## src/hdl/b2da_pkg.sv

```systemverilog
package b2da_pkg;

    localparam int NUMBER_W = 32;
    localparam int COUNT_W  = 4;
    localparam int CHAR_W   = 6;
    localparam int DIGIT_W  = 4;

    localparam int MAX_DIGITS_DEFAULT = 10;

    localparam logic [CHAR_W-1:0] ASCII_ZERO = 6'd48;

    // floor(x / 10) == (x * RECIP_10) >> RECIP_SHIFT for every 32-bit x.
    localparam logic [NUMBER_W-1:0] RECIP_10    = 32'hCCCC_CCCD;
    localparam int                  RECIP_SHIFT = 35;

    typedef enum logic [1:0] {
        ST_IDLE,
        ST_PEEL,
        ST_EMIT
    } state_t;

    typedef struct packed {
        logic load;
        logic peel;
        logic emit_step;
    } cmd_t;

    typedef struct packed {
        logic count_zero;
        logic peel_last;
        logic emit_last;
    } status_t;

endpackage

```

## src/hdl/b2da_ctrl.sv

```systemverilog
module b2da_ctrl (
    input  logic               clk,
    input  logic               rst_n,
    input  logic               in_valid,
    output logic               in_ready,
    output logic               out_valid,
    input  logic               out_ready,
    output b2da_pkg::cmd_t     cmd,
    input  b2da_pkg::status_t  status
);

    b2da_pkg::state_t state_reg;
    b2da_pkg::state_t state_next;

    always_ff @(posedge clk or negedge rst_n)
    begin
        if (!rst_n)
        begin
            state_reg <= b2da_pkg::ST_IDLE;
        end
        else
        begin
            state_reg <= state_next;
        end
    end

    always_comb
    begin
        state_next    = state_reg;
        in_ready      = 1'b0;
        out_valid     = 1'b0;
        cmd.load      = 1'b0;
        cmd.peel      = 1'b0;
        cmd.emit_step = 1'b0;

        unique case (state_reg)
            b2da_pkg::ST_IDLE:
            begin
                in_ready = 1'b1;
                if (in_valid)
                begin
                    cmd.load = 1'b1;
                    // A count of zero produces no digits at all.
                    if (!status.count_zero)
                    begin
                        state_next = b2da_pkg::ST_PEEL;
                    end
                end
            end
            b2da_pkg::ST_PEEL:
            begin
                cmd.peel = 1'b1;
                if (status.peel_last)
                begin
                    state_next = b2da_pkg::ST_EMIT;
                end
            end
            b2da_pkg::ST_EMIT:
            begin
                out_valid = 1'b1;
                if (out_ready)
                begin
                    cmd.emit_step = 1'b1;
                    if (status.emit_last)
                    begin
                        state_next = b2da_pkg::ST_IDLE;
                    end
                end
            end
            default:
            begin
                state_next = b2da_pkg::ST_IDLE;
            end
        endcase
    end

endmodule

```

## config.mk

```make
export PLATFORM = sky130hd
export DESIGN_NAME = b2da_ctrl
export DESIGN_NICKNAME = d
export VERILOG_FILES = /design/src/hdl/b2da_pkg.sv /design/src/hdl/b2da_ctrl.sv
export SDC_FILE = /design/constraint.sdc
export NUM_CORES = 1
export LEC_CHECK = 0
export CAP_MARGIN = 20
export CORE_AREA = 4 4 41 43
export DETAILED_ROUTE_END_ITERATION = 10
export DIE_AREA = 0 0 45 47
export DONT_BUFFER_PORTS = 1
export GPL_TIMING_DRIVEN = 0
export SYNTH_ARGS = -nofsm -noshare
export SYNTH_HDL_FRONTEND = slang
export SYNTH_SLANG_ARGS = --single-unit
```

## constraint.sdc

```tcl
create_clock -name clk -period 1.7 [get_ports clk]
set_clock_uncertainty 0.15 [all_clocks]
set_input_delay 0.085 -clock clk [delete_from_list [all_inputs] [get_ports clk]]
set_output_delay 0.085 -clock clk [all_outputs]
set_load 0.02 [all_outputs]
```

==> results.cfg, run 1 <==
[routing]
drt_pass1_iterations = 4
drtIter0Drc = 1
drc_errors = 0
wl_per_cell_um = 10.4
vias_per_cell = 3.33
wl_um = 376
vias = 120
postRouteAntennaNets = 0

[die]
die-area_um2 = 2120
core-area_um2 = 1300
dieHeight_um = 47
rows = 13
io_pins = 12
dieWidth_um = 45
initial_utilization_pct = 9.23

[finish]
layout-drive-gt1-share_pct = 33.3
syn_to_final_growth_pct = 90.6
antenna_cells = 0
largest_register_ffs = 2
nets = 30
fill_cells = 156

[yosys]
synth_area_um2 = 120
ys_ff_latch = 2
syn_nets = 19
yosysTopAreaCell = dfrtp_1
ys_top_cells_by_area = dfrtp_1, nor2b_4, and2_1, a32o_2, a22o_1
ys_types = 9
synth_cells = 12
synth.avg_cell_area_um2 = 10.0
yosysWarningCount = 0
yosysSeqAreaShare_pct = 41.7
synth.top_cell.area_share_pct = 41.7

[global_route]
antenna_found_initial = 0
grt_max_degree = 4
grt_pass1_wl_um = 621
gr-total-overflow = 0
grt_pass1_vias = 151
grt_usage_pct = 4.74

[placed_design]
io_buffers = 0
place.gp.congestion = 0.620

[timing]
hold_viol = 0
timing.fmax_ghz = 0.606
setup-violations-final = 0
finalCriticalPeriod_ns = 1.65
maxSlewHeadroom_pct = 78.6
rsz0062_at_grt = no
fin_setup_tns_ns = 0
final.period_utilization_pct = 97.1
maxSlewViolCount = 0
tightest_slew_ns = 0.320

[worst_setup_path]
rr_worst_depth = 3
crit_required_ns = 1.65
cp_max_fo = 3
path_class = reg2reg
cp_slowest_cell = dlygate4sd3_1
worstPathArrival_ns = 1.60
r2r-end = state_reg[1]
critPathLaunchType = register
regToRegSetupSlack_ns = 0.05
slowest_delay_ns = 0.55
r2r_start = state_reg[0]
worst_setup_path_end_kind = register
worstPathCellList = nor2b_4, a22o_1, dlygate4sd3_1

[run]
max_cap_violations = 0

[cts]
cts.clk_slew.worst_paths_ns = 0.03
clock_sinks = 2
max-clock-path-buffers = 2
cts-root-buf = clkbuf_4
cts_buffers = 3
tritoncts = done
htreeDepth = 1
insertion_delay_ns = 0.22

[status]
status = finished clean

[power_and_ir_drop]
total_power_w = 0.000389
powerDensity_nw_per_um2 = 1700
leakagePower_nw = 0.109
vdd_drop_max_mv = 0.315

[min_path]
worstHoldStart = out_ready
hp-class = in2out
holdPathEnd = cmd[0]
min_delay_path_depth = 1
[per-stage QoR]
| stage | worst slack [ns] | area (um^2) | hold slack [ns] | utilization, % | instances |
|---|---|---|---|---|---|
| after floorplan | 0.422 | 120 | -0.361 | - | 12 |
| final | 0.0490 | 229 | 0.208 | 17.6 | 36 |
| after global placement | 0.342 | 139 | -0.361 | 10.7 | 27 |
| after global routing | 0.0108 | 229 | 0.213 | 17.6 | 36 |
| after detailed placement | 0.339 | 139 | -0.361 | 10.7 | 27 |
| after CTS | 0.0269 | 221 | 0.209 | 17.0 | 36 |
[cell families (layout without fill, tap and decap cells)]
group / Yosys count / count (layout) / share of synthesized area [%]
compound gates: 2 / 2 / 16.7
buf+inv: 2 / 11 / 6.25
flops: 2 / 2 / 41.7
simple gates: 6 / 6 / 35.4
[worst max path at each step]
| stage | start | end | slack (ns) | cells after the start |
|---|---|---|---|---|
| floorplan | state_reg[1] | cmd[2] | 0.42 | 2 |
| global placement | state_reg[1] | cmd[2] | 0.34 | 2 |
| detailed placement | state_reg[1] | cmd[2] | 0.34 | 2 |
| CTS | state_reg[1] | state_reg[1] | 0.03 | 3 |
| global route | state_reg[0] | state_reg[1] | 0.01 | 3 |
| finish | state_reg[0] | state_reg[1] | 0.05 | 3 |
[synth_stat cells]
cell type / number
and2_1: 2
dfrtp_1: 2
inv_1: 2
a22o_1: 1
a32o_2: 1
nand2_1: 1
nor2_1: 1
nor2b_2: 1
nor2b_4: 1
[per-layer routing]
layer / routed length (um) / GRT usage, %
met5: 0 / 0
met4: 0 / 7.02
met1: 132 / 4.31
met2: 186 / 5.65
met3: 57 / 3.45
[layout make-up]
type	count	area, um^2	area share (%)
Clock buffer	3	22.5	9.84
Inverter	2	7.51	3.28
Multi-Input combinational cell	8	70.1	30.6
Sequential cell	2	50.0	21.9
Tap cell	15	18.8	8.20
Timing Repair Buffer	6	60.1	26.2
[timing repair]
item / CTS / global route
setup buffers: 0 / 0
hold buffers: 6 / 0
endpoints found under the hold margin: 4 / 0
endpoints found under the setup margin: 0 / 1
gates resized for setup: 0 / 2
[placed cells by master (no fill, tap or decap), drive strengths merged]
cell type    n
a22o         1
dfrtp        2
nor2b        2
inv          2
a32o         1
and2         2
dlygate4sd3  6
nor2         1
clkbuf       3
nand2        1
[worst max-delay path, delay by kind of cell (launching register included)]
kind / cells / cell delay (ns)
AND/OR/NAND/NOR: 1 / 0.18
flip-flops: 1 / 0.41
AO/OA/AOI/OAI: 1 / 0.23
buffers and inverters: 1 / 0.55
[power breakdown]
group | switching [W] | leakage [nW] | total, W | internal, W
clock network | 0.0000256 | 0.0138 | 0.000103 | 0.0000778
registers | 0.0000273 | 0.0261 | 0.0000944 | 0.0000671
logic | 0.000112 | 0.0687 | 0.000191 | 0.0000793
total | 0.000165 | 0.109 | 0.000389 | 0.000224
(Power assumes the default switching activity.)
==> inputs of run 2 (changes only) <==
==> constraint.sdc (replaced) <==
create_clock -name clk -period 1.7 [get_ports clk]
set_clock_uncertainty 0.15 [all_clocks]
set_input_delay 0.085 -clock clk [delete_from_list [all_inputs] [get_ports clk]]
set_output_delay 0.085 -clock clk [all_outputs]
set_load 0.01 [all_outputs]
==> run 2 against run 1 <==
Against the previous run:
- combinational power shrank 19%
- final cell count is the same
- core utilization shrank 0.38 points
- worst hold slack lost 0.037 ns
- design area shrank 2.2%
- fmax grew 1.8%
- flip-flop and latch count is the same
- count of clock-buffer cells in the layout is the same
- largest cell class unchanged
- largest power group unchanged
==> results.cfg, run 2 (synthesis gave the netlist of run 1 again) <==
[timing]
hold_viol = 0
finalCriticalPeriod_ns = 1.62
maxSlewHeadroom_pct = 83.9
final.period_utilization_pct = 95.4
fin_setup_tns_ns = 0
setup_ws_ns = 0.0790
setup-violations-final = 0
maxSlewViolCount = 0
rsz0062_at_grt = no
tightest_slew_ns = 0.240
timing.fmax_ghz = 0.617

[cts]
tritoncts = done
cts.clk_slew.worst_paths_ns = 0.03
max-clock-path-buffers = 2
clock_sinks = 2
htreeDepth = 1
insertion_delay_ns = 0.22
cts_buffers = 3
cts-root-buf = clkbuf_4

[global_route]
grt_pass1_wl_um = 586
grt_usage_pct = 4.58
grt_max_degree = 4
grt_pass1_vias = 145
antenna_found_initial = 0
gr-total-overflow = 0

[power_and_ir_drop]
leakagePower_nw = 0.108
cellInternalPower_w = 0.000225
clkPwrFrac_pct = 30.3
total_power_w = 0.000351
vdd_drop_max_mv = 0.255
powerDensity_nw_per_um2 = 1570
swShare_pct = 36.1
power_frac_comb_pct = 43.8
p_switching_w = 0.000127
pwr-share-seq_pct = 25.9

[placed_design]
io_buffers = 0
dp_cells = 27
dpl_worst_slack_ns = 0.548
place.gp.congestion = 0.620

[die]
dieWidth_um = 45
dieHeight_um = 47
io_pins = 12
die-area_um2 = 2120
core-area_um2 = 1300
rows = 13
initial_utilization_pct = 9.23

[routing]
drc_errors = 0
drt_pass1_iterations = 4
wl_per_cell_um = 10.5
drtIter0Drc = 1
vias_per_cell = 3.39
postRouteAntennaNets = 0
vias = 122
wl_um = 377

[run]
max_cap_violations = 0

[min_path]
hp-class = in2out

[worst_setup_path]
worst_setup_path_end_kind = register
cp_slowest_cell = dlygate4sd3_1
worstPathCellList = nor2b_2, a22o_1, dlygate4sd3_1
path_class = reg2reg
slowest_delay_ns = 0.55
regToRegSetupSlack_ns = 0.08
crit_required_ns = 1.65
cp_max_fo = 3
worstPathArrival_ns = 1.57
critPathLaunchType = register

[finish]
layout_common_cells = dlygate4sd3_1, clkbuf_4, and2_1, inv_1, dfrtp_1
stdcell_count = 36
fin_util_pct = 17.2
nets = 30
syn_to_final_growth_pct = 86.5
final_common_cell = dlygate4sd3_1
largest_register_ffs = 2
layout-drive-gt1-share_pct = 33.3
antenna_cells = 0

[status]
status = finished clean
[run 2: worst max-delay path: cells and delay by family, from the launching register on]
| family | cells | cell delay (ns) |
|---|---|---|
| AOI/OAI and AO/OA | 1 | 0.18 |
| buffers and inverters | 1 | 0.55 |
| DFF | 1 | 0.41 |
| and+or+nand+nor | 1 | 0.21 |
[run 2: metrics by stage]
| stage | hold WS [ns] | cell area [um^2] |
|---|---|---|
| 6_report | 0.171 | 224 |
| 5_1_grt | 0.176 | 224 |
| 4_1_cts | 0.172 | 221 |
| 3_5_place_dp | -0.361 | 139 |
| 3_3_place_gp | -0.361 | 139 |
| 2_1_floorplan | -0.361 | 120 |
[run 2: final cells by class]
class                      count  area (um^2)
clock buffer                   3         22.5
fill                         158         1080
inverter                       2         7.51
multi-input combinational      8         65.1
sequential                     2         50.0
tap                           15         18.8
timing repair buffer           6         60.1
[run 2: routing by layer]
metal | part of all wire [%] | vias up | GRT usage, %
met5 | 0 | - | 0
met4 | 0 | 0 | 7.02
met3 | 14 | 0 | 3.45
met2 | 49 | 9 | 5.37
met1 | 37 | 55 | 4.09
li1 | - | 58 | -
[run 2: timing repair]
action	4_1_cts	5_1_grt
endpoints found under the hold margin	4	0
hold buffers	6	0
gates resized for setup	0	1
setup endpoints to repair	0	1
setup buffers	0	0
[run 2: power by group through the flow]
stage | clock network (W) | registers, W | logic (W)
after floorplan | 0 | 0.0000852 | 0.0000991
after global placement | 0 | 0.0000867 | 0.000117
after detailed placement | 0 | 0.0000884 | 0.000118
after CTS | 0.000112 | 0.0000877 | 0.000153
after global routing | 0.000118 | 0.0000939 | 0.000169
final | 0.000107 | 0.0000909 | 0.000154
[run 2: path summary, 6_finish.rpt]
| check | to | start | cells past startpoint |
|---|---|---|---|
| setup reg to reg | state_reg[1] | state_reg[1] | 3 |
| min in group asynchronous | state_reg[0] | rst_n | 2 |
| max in group asynchronous | state_reg[1] | rst_n | 2 |
| setup / recovery | state_reg[1] | state_reg[1] | 3 |
| hold reg to reg | state_reg[1] | state_reg[0] | 3 |
| hold / removal | cmd[0] | out_ready | 1 |
